`src/hdl/lra_pkg.sv`:
```
// Package for the line record assembler: control codes, sequencer states and
// the result word layout. No dependencies.
package lra_pkg;

  localparam logic [7:0] BYTE_CR   = 8'd13;
  localparam logic [7:0] BYTE_LF   = 8'd10;
  localparam logic [7:0] BYTE_INTR = 8'd3;

  typedef enum logic [1:0] {
    ST_IDLE,
    ST_READ,
    ST_LOAD
  } lra_state_e;

  // One result word as it sits in the output register.
  typedef struct packed {
    logic       overflow_error;
    logic       interrupt_record;
    logic       last_of_record;
    logic [7:0] out_byte;
  } lra_item_t;

endpackage

```
`src/hdl/lra_ram.sv`:
```
// Generic single-port-write, single-port-read RAM with a registered read.
// Stand-alone; no package dependency.
module lra_ram #(
  parameter int WIDTH = 8,
  parameter int DEPTH = 64
) (
  input  logic                                        clk_i,
  input  logic                                        we_i,
  input  logic [(DEPTH > 1 ? $clog2(DEPTH) : 1)-1:0]  waddr_i,
  input  logic [WIDTH-1:0]                            wdata_i,
  input  logic                                        re_i,
  input  logic [(DEPTH > 1 ? $clog2(DEPTH) : 1)-1:0]  raddr_i,
  output logic [WIDTH-1:0]                            rdata_o
);

  logic [WIDTH-1:0] mem_q [DEPTH];
  logic [WIDTH-1:0] rdata_q;

  always_ff @(posedge clk_i) begin
    if (we_i) begin
      mem_q[waddr_i] <= wdata_i;
    end
    if (re_i) begin
      rdata_q <= mem_q[raddr_i];
    end
  end

  assign rdata_o = rdata_q;

endmodule

```
`src/hdl/line_record_assembler_unit.sv`:
```
// Line record assembler: top level. Uses lra_pkg for codes and states and
// lra_ram for the line buffer.
//
// The slave stream takes one received byte per word. CR or LF closes a line;
// a non-empty line then leaves on the master stream as a burst of its bytes
// in arrival order, with tlast on the final one. An empty line gives nothing.
// A line longer than LINE_BYTES is dropped and its terminator gives a single
// word with the overflow flag in tuser and zero data. Byte 3 at the start of
// a line leaves at once as a one-word interrupt record (tlast set).
// Throughput: ordinary data bytes are taken one per cycle while the output
// register is free. A terminator that releases a non-empty line holds tready
// low while the buffer is read back, since each byte passes a RAM read state
// and then a state that loads the output register. Interrupt and overflow
// words appear on the master side in the cycle after the input word is accepted.
// A result sits in the output register until it is taken; while it is held,
// tready stays low, so a stalled receiver stops the input side in turn.
// Reset clears the line count, the drop flag and the output valid; the
// buffer contents are not cleared and need no sweep.
module line_record_assembler_unit
  import lra_pkg::*;
#(
  parameter int LINE_BYTES = 64
) (
  input  logic       clk_i,
  input  logic       rst_ni,
  input  logic       s_axis_tvalid_i,
  output logic       s_axis_tready_o,
  input  logic [7:0] s_axis_tdata_i,   // [7:0] data_byte
  output logic       m_axis_tvalid_o,
  input  logic       m_axis_tready_i,
  output logic [7:0] m_axis_tdata_o,   // [7:0] out_byte
  output logic       m_axis_tlast_o,
  output logic [1:0] m_axis_tuser_o    // [0] interrupt_record, [1] overflow_error
);

  localparam int AW = (LINE_BYTES > 1) ? $clog2(LINE_BYTES) : 1;
  localparam int FW = $clog2(LINE_BYTES + 1);
  localparam logic [FW-1:0] CAP = FW'(LINE_BYTES);

  lra_state_e    state_q, state_d;
  logic [FW-1:0] fill_q, fill_d;
  logic          drop_q, drop_d;
  logic [AW-1:0] rd_idx_q, rd_idx_d;
  logic          out_valid_q, out_valid_d;
  lra_item_t     out_item_q, out_item_d;

  logic          in_fire;
  logic          out_free;
  logic          is_term;
  logic          ram_we;
  logic          ram_re;
  logic [7:0]    ram_rdata;
  logic          rd_last;

  assign out_free        = !out_valid_q || m_axis_tready_i;
  assign s_axis_tready_o = (state_q == ST_IDLE) && out_free;
  assign in_fire         = s_axis_tvalid_i && s_axis_tready_o;
  assign is_term         = (s_axis_tdata_i == BYTE_CR) || (s_axis_tdata_i == BYTE_LF);
  assign rd_last         = (FW'(rd_idx_q) + FW'(1)) == fill_q;

  lra_ram #(
    .WIDTH (8),
    .DEPTH (LINE_BYTES)
  ) u_line_ram (
    .clk_i   (clk_i),
    .we_i    (ram_we),
    .waddr_i (fill_q[AW-1:0]),
    .wdata_i (s_axis_tdata_i),
    .re_i    (ram_re),
    .raddr_i (rd_idx_q),
    .rdata_o (ram_rdata)
  );

  // Next state.
  always_comb begin
    state_d = state_q;
    unique case (state_q)
      ST_IDLE: begin
        if (in_fire && is_term && !drop_q && (fill_q != '0)) begin
          state_d = ST_READ;
        end
      end
      ST_READ: begin
        state_d = ST_LOAD;
      end
      ST_LOAD: begin
        if (out_free) begin
          state_d = rd_last ? ST_IDLE : ST_READ;
        end
      end
      default: state_d = ST_IDLE;
    endcase
  end

  // Datapath and output register.
  always_comb begin
    fill_d      = fill_q;
    drop_d      = drop_q;
    rd_idx_d    = rd_idx_q;
    ram_we      = 1'b0;
    ram_re      = 1'b0;
    out_item_d  = out_item_q;
    out_valid_d = out_valid_q && !m_axis_tready_i;
    unique case (state_q)
      ST_IDLE: begin
        rd_idx_d = '0;
        if (in_fire) begin
          if (is_term) begin
            if (drop_q) begin
              drop_d      = 1'b0;
              fill_d      = '0;
              out_valid_d = 1'b1;
              out_item_d  = '{overflow_error: 1'b1, interrupt_record: 1'b0,
                              last_of_record: 1'b0, out_byte: 8'd0};
            end
          end else if ((s_axis_tdata_i == BYTE_INTR) && (fill_q == '0)) begin
            out_valid_d = 1'b1;
            out_item_d  = '{overflow_error: 1'b0, interrupt_record: 1'b1,
                            last_of_record: 1'b1, out_byte: s_axis_tdata_i};
          end else if (!drop_q) begin
            if (fill_q == CAP) begin
              drop_d = 1'b1;
            end else begin
              ram_we = 1'b1;
              fill_d = fill_q + FW'(1);
            end
          end
        end
      end
      ST_READ: begin
        ram_re = 1'b1;
      end
      ST_LOAD: begin
        if (out_free) begin
          out_valid_d = 1'b1;
          out_item_d  = '{overflow_error: 1'b0, interrupt_record: 1'b0,
                          last_of_record: rd_last, out_byte: ram_rdata};
          if (rd_last) begin
            fill_d = '0;
          end else begin
            rd_idx_d = rd_idx_q + AW'(1);
          end
        end
      end
      default: ;
    endcase
  end

  always_ff @(posedge clk_i or negedge rst_ni) begin
    if (!rst_ni) begin
      state_q     <= ST_IDLE;
      fill_q      <= '0;
      drop_q      <= 1'b0;
      rd_idx_q    <= '0;
      out_valid_q <= 1'b0;
    end else begin
      state_q     <= state_d;
      fill_q      <= fill_d;
      drop_q      <= drop_d;
      rd_idx_q    <= rd_idx_d;
      out_valid_q <= out_valid_d;
    end
  end

  always_ff @(posedge clk_i) begin
    out_item_q <= out_item_d;
  end

  assign m_axis_tvalid_o = out_valid_q;
  assign m_axis_tdata_o  = out_item_q.out_byte;
  assign m_axis_tlast_o  = out_item_q.last_of_record;
  assign m_axis_tuser_o  = {out_item_q.overflow_error, out_item_q.interrupt_record};

  a_fill_bound: assert property (@(posedge clk_i) disable iff (!rst_ni)
    fill_q <= CAP)
    else $error("line count exceeds buffer size");

  a_drop_full: assert property (@(posedge clk_i) disable iff (!rst_ni)
    drop_q |-> (fill_q == CAP))
    else $error("drop flag set with buffer not full");

  a_drain_nonempty: assert property (@(posedge clk_i) disable iff (!rst_ni)
    (state_q != ST_IDLE) |-> ((fill_q != '0) && !drop_q && !s_axis_tready_o))
    else $error("readback running on an empty or dropped line");

  a_drain_index: assert property (@(posedge clk_i) disable iff (!rst_ni)
    (state_q != ST_IDLE) |-> (FW'(rd_idx_q) < fill_q))
    else $error("readback index beyond line length");

endmodule
```
`config.mk`:
```
export PLATFORM = sky130hd
export DESIGN_NAME = line_record_assembler_unit
export DESIGN_NICKNAME = d
export VERILOG_FILES = /design/src/hdl/lra_pkg.sv /design/src/hdl/lra_ram.sv /design/src/hdl/line_record_assembler_unit.sv
export SDC_FILE = /design/constraint.sdc
export NUM_CORES = 1
export LEC_CHECK = 0
export BUFFER_PORTS_ARGS = -buffer_cell sky130_fd_sc_hd__buf_4
export CAP_MARGIN = 20
export CORE_ASPECT_RATIO = 0.75
export CORE_MARGIN = 3
export CORE_UTILIZATION = 35
export CTS_CLUSTER_SIZE = 14
export DETAILED_ROUTE_END_ITERATION = 6
export PLACE_DENSITY = 0.46
export SYNTH_ARGS = -nofsm -noshare
export SYNTH_HDL_FRONTEND = slang
export SYNTH_SLANG_ARGS = --single-unit
```
`constraint.sdc`:
```
create_clock -name clk_i -period 3.35 [get_ports clk_i]
set_input_delay 1.005 -clock clk_i [delete_from_list [all_inputs] [get_ports clk_i]]
set_output_delay 1.005 -clock clk_i [all_outputs]
set_load 0.01 [all_outputs]
```
* Word-level counts from Yosys, hierarchy flattened *
Memories as Yosys holds them, arrays and structs flattened. A register that Yosys moved wholly into a read port is not among the register bits.
Index checks and enable logic that the tools add are counted.

operators by class
  muxes and demuxes = 41
  reduce and logical (&&, ||, !) cells = 21
  add/subtract/negate cells = 3
  eq/ne operators = 18

operator list
  kind                                                                   count
  7-bit two-way mux                                                      8
  11-bit two-way mux                                                     5
  11-bit one-hot mux with 2 select lines                                 1
  1-bit two-way mux                                                      19
  8-bit by 4-bit equality test with 1-bit output, second input constant  2
  7-bit one-hot mux with 2 select lines                                  1
  6-bit two-way mux                                                      2
  6-bit one-hot mux with 2 select lines                                  1
  2-bit != test, second input constant                                   5
  3-bit != test, second input constant                                   3
  8-bit by 2-bit equality test with 1-bit output, second input constant  1
  8-bit AND reduction                                                    1
  6-bit by 1-bit adder with 7-bit output, second input constant          1
  7-bit by 1-bit adder with 7-bit output, second input constant          1
  7-bit equality test                                                    1
  7-bit equality test, second input constant                             1
  1-bit logical AND                                                      7
  7-bit zero test                                                        1
  7-bit nonzero test                                                     1
  6-bit by 1-bit adder with 6-bit output, second input constant          1
  2-bit one-hot mux with 3 select lines                                  1
  3-bit AND reduction                                                    2
  5-bit AND reduction                                                    1
  2-bit two-way mux                                                      2
  11 further kinds                                                       14

storage, ports and cells
  logic and storage cells = 93
  memories kept = 1
  input port bits = 12
  register bits = 28
  RAM bits = 512
  output and inout bits = 13

memory list
  memory            words  width  read ports  clocked after Yosys merged registers in  write ports  line           source
  u_line_ram.mem_q  64     8      1           1                                        1            lra_ram.sv:16  logic [WIDTH-1:0] mem_q [DEPTH];

* Logic depth before layout (Yosys ltp) *
  word-level depth = 9
  depth in mapped cells = 10
  depth with buffers taken out = 8

* By module *
Synthesis repeated with hierarchy kept, for this count alone.

unflattened totals
  cells, all modules = 1124
  area total of the unflattened synthesis = 21977.3 um^2

modules (own cells, without submodules)
  module                      area each (um^2)  seq. area each (um^2)  cells an instance  times used
  lra_ram                     20246.9           15615.0                940                1
  line_record_assembler_unit  1730.4            755.7                  184                1

* Least setup slack after synthesis *
No wires, ideal clock.

  kind = input to register
  from = input port s_axis_tdata_i[4]
  to = register out_item_q, in the netlist m_axis_tdata_o[0] (enable)
  required time = 2.957 ns
  setup slack = 0.341 ns
  data arrival time = 2.616 ns
  buffers on the path = 0
  stages on the path = 6
  cell sequence = nor4_1 -> o211a_1 -> nand2_1 -> nand2_1 -> a21oi_1 -> nor3_1

between the ends
  cells in the longest elaborated chain, start to end = 4
  elaborated cells between the ends (all ways) = 8
  classes of those cells = 5 x eq/ne; 3 x reduce/logical

RTL lines
  item                                                                                                                     line                                                                 source
  start: declaration                                                                                                       line_record_assembler_unit.sv:28                                     input logic [7:0] s_axis_tdata_i,
  8-bit by 4-bit equality test with 1-bit output / 8-bit by 2-bit equality test with 1-bit output (equally long branches)  line_record_assembler_unit.sv:58, line_record_assembler_unit.sv:116
  1-bit logical OR / 1-bit logical AND (equally long branches)                                                             line_record_assembler_unit.sv:58, line_record_assembler_unit.sv:116
  3-bit by 2-bit != test with 1-bit output (no source line) / 3-bit != test (equally long branches)                        n/a
  5-bit AND reduction (no source line) *                                                                                   n/a
  end signal: assignment                                                                                                   line_record_assembler_unit.sv:166                                    out_item_q <= out_item_d;
  end: declaration                                                                                                         line_record_assembler_unit.sv:45                                     lra_item_t out_item_q, out_item_d;

Mark *: on every way between the ends. The rest lies on a longest branch, timed or not.
A chain may end at the register's enable or synchronous reset.

* Final worst setup path *
  from = register fill_q[0]
  to = memory u_line_ram.mem_q[16][5] (enable)

between the ends
  cells in the longest elaborated chain, start to end = 9
  elaborated cells between the ends (all ways) = 11
  classes of those cells = 1 x eq/ne; 8 x mux; 2 x reduce/logical

RTL lines
  item                                     line                               source
  start: declaration                       line_record_assembler_unit.sv:41   logic [FW-1:0] fill_q, fill_d;
  start signal: assignment                 line_record_assembler_unit.sv:158  fill_q <= fill_d;
  7-bit equality test                      line_record_assembler_unit.sv:121  if (fill_q == CAP) begin
  1-bit two-way mux                        line_record_assembler_unit.sv:121
  1-bit two-way mux                        line_record_assembler_unit.sv:120  end else if (!drop_q) begin
  1-bit two-way mux                        line_record_assembler_unit.sv:116  end else if ((s_axis_tdata_i == BYTE_INTR) && (fill_q == '0)) begin
  1-bit two-way mux                        line_record_assembler_unit.sv:108  if (is_term) begin
  1-bit two-way mux                        line_record_assembler_unit.sv:107  if (in_fire) begin
  1-bit two-way mux                        line_record_assembler_unit.sv:104  unique case (state_q)
  1-bit two-way mux                        lra_ram.sv:20                      if (we_i) begin
  1-bit two-way mux (not written as such)  lra_ram.sv:21                      mem_q[waddr_i] <= wdata_i;
  end: declaration                         lra_ram.sv:16

Several ways; a longest one is shown, not always the timed one.

==> metrics.cfg <==
[status]
status=finished, final reports clean

[synth]
ys_seq_area_share_pct=75.1
synth.distinct_cells=65
yosys_warnings=0
synthArstFlopShare_pct=3.10
synth_area_leaders=edfxtp_1, mux4_2, dfrtp_1
synth_ff_type=edfxtp_1
syn_inst=1074
ys_seq_elements=548
avgSynthCellArea_sq_um=20.3
synth_edf_count=531
syn_area_sq_um=21800
syn_nets=1089
yosysTopAreaCell=edfxtp_1
synthDominantCellAreaShare_pct=73.1

[run]
cap_violations=0

[cts]
clk_path_buf_depth=3
root_buffer=clkbuf_16
htreeDepth=2
numCtsBuffers=52
clk_latency_ps=580
cts_sinks=548
hold_buffers=0
cts_tree=built
cts_setup_buffers=0
clk_pin_slew_ps=70

[worst_setup_path]
cp_max_fo=10
critPathMaxStageDelay_ps=540
cp_data_required_time_ps=3560
criticalPathCategory=reg -> reg
start_kind=flop
cp.arrival_ps=3520
crit_chain=inv_1 > ha_1 > nor4b_1 > nand4_1 > nand4b_1 > nor2_1 > nand2_1 > nor2_2
cp_top_family=simple AND/OR/NAND/NOR gates
critical-path-slowest-cell=nor2_2
end_kind=flop
worst-path-buf-inv=1

[final_layout]
layout.nets=1193
final_cell_mix=edfxtp_1, mux4_2, buf_4, nor2_1, clkbuf_16
drive_above_1_share_pct=30.0
layout-area-overhead-vs-synth_pct=15.2
nFillCells=5415
final_common_cell=edfxtp_1
diodes=0

[placement]
place_congestion=0.825
dp_hpwl_microns=36700
port_buffers=24

[route]
firstDrtPassIters=5
via_count=10900
wirelength_microns=56200
drc_errors=0
final_antenna_net_count=0
drt_iter0_markers=1113
wire_per_inst_microns=27.9
vias_per_cell=5.39

[sta]
skew_ps=10.5
setup_viol=0
timing_hold_violations_final=0
hold_slack_ps=312
rsz0062_at_grt=true
worst_pin_slew_ps=972
max_slew_margin_pct=35.2
fin_crit_sh_pct=98.9
slew_violations=0
fmaxAchievable_mhz=302
period_minus_slack_ps=3310

[power_and_ir_drop]
power.density_nw_per_um2=654
p_leak_nw=7.73
vdd_drop_max_mv=0.358
finalPower_w=0.0164

[floorplan]
die-width_microns=294
start_util_pct=35.7
core-area_sq_um=61100
io_pins=25
die_y_microns=222
num_rows=78
die_area_sq_um=65400

[worst_hold_path]
min_path_type=in -> async

[grt]
grt_pass1_wl_microns=81200
grt_usage_pct=17.3
grt_pass1_vias=10900
antenna_found_initial=1
grt_start_max_net_pins=66
gr-total-overflow=0

-- report_power, final --
group	switching, W	internal [W]
Clock	0.00245	0.00313
Combinational	0.00168	0.00121
Sequential	0.000148	0.00780
Total	0.00428	0.0121
-- logic make-up after synthesis --
family	count (synthesis)	synth area share (%)
buffers and inverters	67	1.70
adders and majority gates	3	0.172
DFF	548	75.1
xor gates and xnor gates	6	0.310
and+or+nand+nor	212	4.68
AOI/OAI and AO/OA	92	3.11
muxes	146	15.0
-- what timing repair did --
action	4_1_cts	5_1_grt
cloned	0	0
hold endpoints to repair	0	0
resized for setup	0	24
setup endpoints to repair	16	186
-- state kept, by name, indices dropped and copies added (netlist names) --
signal	cells
m_axis_tuser_o	2
m_axis_tdata_o	8
rd_idx_q	6
drop_q	1
m_axis_tvalid_o	1
state_q	2
fill_q	7
u_line_ram.mem_q	512
u_line_ram.rdata_o	8
m_axis_tlast_o	1
-- worst paths after layout --
kind	startpoint	to	slack, ps	depth (start not counted)
max	fill_q[0]	u_line_ram.mem_q[16][5]	40	8
min	rst_ni	m_axis_tvalid_o	310	1
max reg2reg	fill_q[0]	u_line_ram.mem_q[16][5]	40	8
min reg2reg	u_line_ram.rdata_o[6]	m_axis_tdata_o[6]	510	2
max in group asynchronous	rst_ni	rd_idx_q[0]	2790	1
min in group clk_i	u_line_ram.rdata_o[6]	m_axis_tdata_o[6]	510	2
-- layout make-up --
type                            count  area, sq um  area share, %
Sequential cell                   548        16400           65.2
Multi-Input combinational cell    459         5130           20.4
Clock buffer                       68         1380           5.50
Timing Repair Buffer              114         1010           4.02
Tap cell                          800         1000           3.98
Clock inverter                     26          206          0.822
Inverter                            3         11.3         0.0448
-- metrics by stage --
step | std cells | setup TNS, ps | cell area (sq um) | setup WS, ps | util [%]
2_1_floorplan | 1074 | 0 | 21800 | 341 | -
3_3_place_gp | 1923 | -64900 | 23500 | -496 | 38.4
3_5_place_dp | 1923 | -77420 | 23500 | -526 | 38.4
4_1_cts | 2017 | -917 | 25100 | -66.4 | 41.0
5_1_grt | 2018 | -6430 | 25100 | -147 | 41.1
6_report | 2018 | 0 | 25100 | 36.6 | 41.1
-- Yosys cell counts (5+ instances only) --
| cell | n |
|---|---|
| a31oi_1 | 5 |
| a22oi_1 | 19 |
| nor2b_1 | 22 |
| buf_2 | 17 |
| clkbuf_1 | 21 |
| edfxtp_1 | 531 |
| nor2_1 | 77 |
| mux4_2 | 144 |
| nor3_1 | 10 |
| nand2_1 | 46 |
| or3_1 | 5 |
| a21oi_1 | 10 |
| o21ai_0 | 5 |
| a22o_1 | 6 |
| dfrtp_1 | 17 |
| a211oi_1 | 7 |
| o22ai_1 | 6 |
| buf_1 | 10 |
| buf_6 | 11 |
| nand3_1 | 21 |
-- layer usage --
metal | up-vias | share of wire, % | track usage, %
met2 | 352 | 41 | 23.8
li1 | 4650 | - | -
met4 | 0 | 1.9 | 3.62
met5 | - | 0 | 0
met3 | 63 | 6.3 | 3.39
met1 | 5809 | 51 | 28.3
-- worst reg2reg max path: stages (launching register included) --
cell	delay, ps
dfrtp_1	520
inv_1	150
ha_1	270
nor4b_1	180
nand4_1	160
nand4b_1	140
nor2_1	500
nand2_1	480
nor2_2	550
No activity file was read; power rests on OpenSTA's default activity.
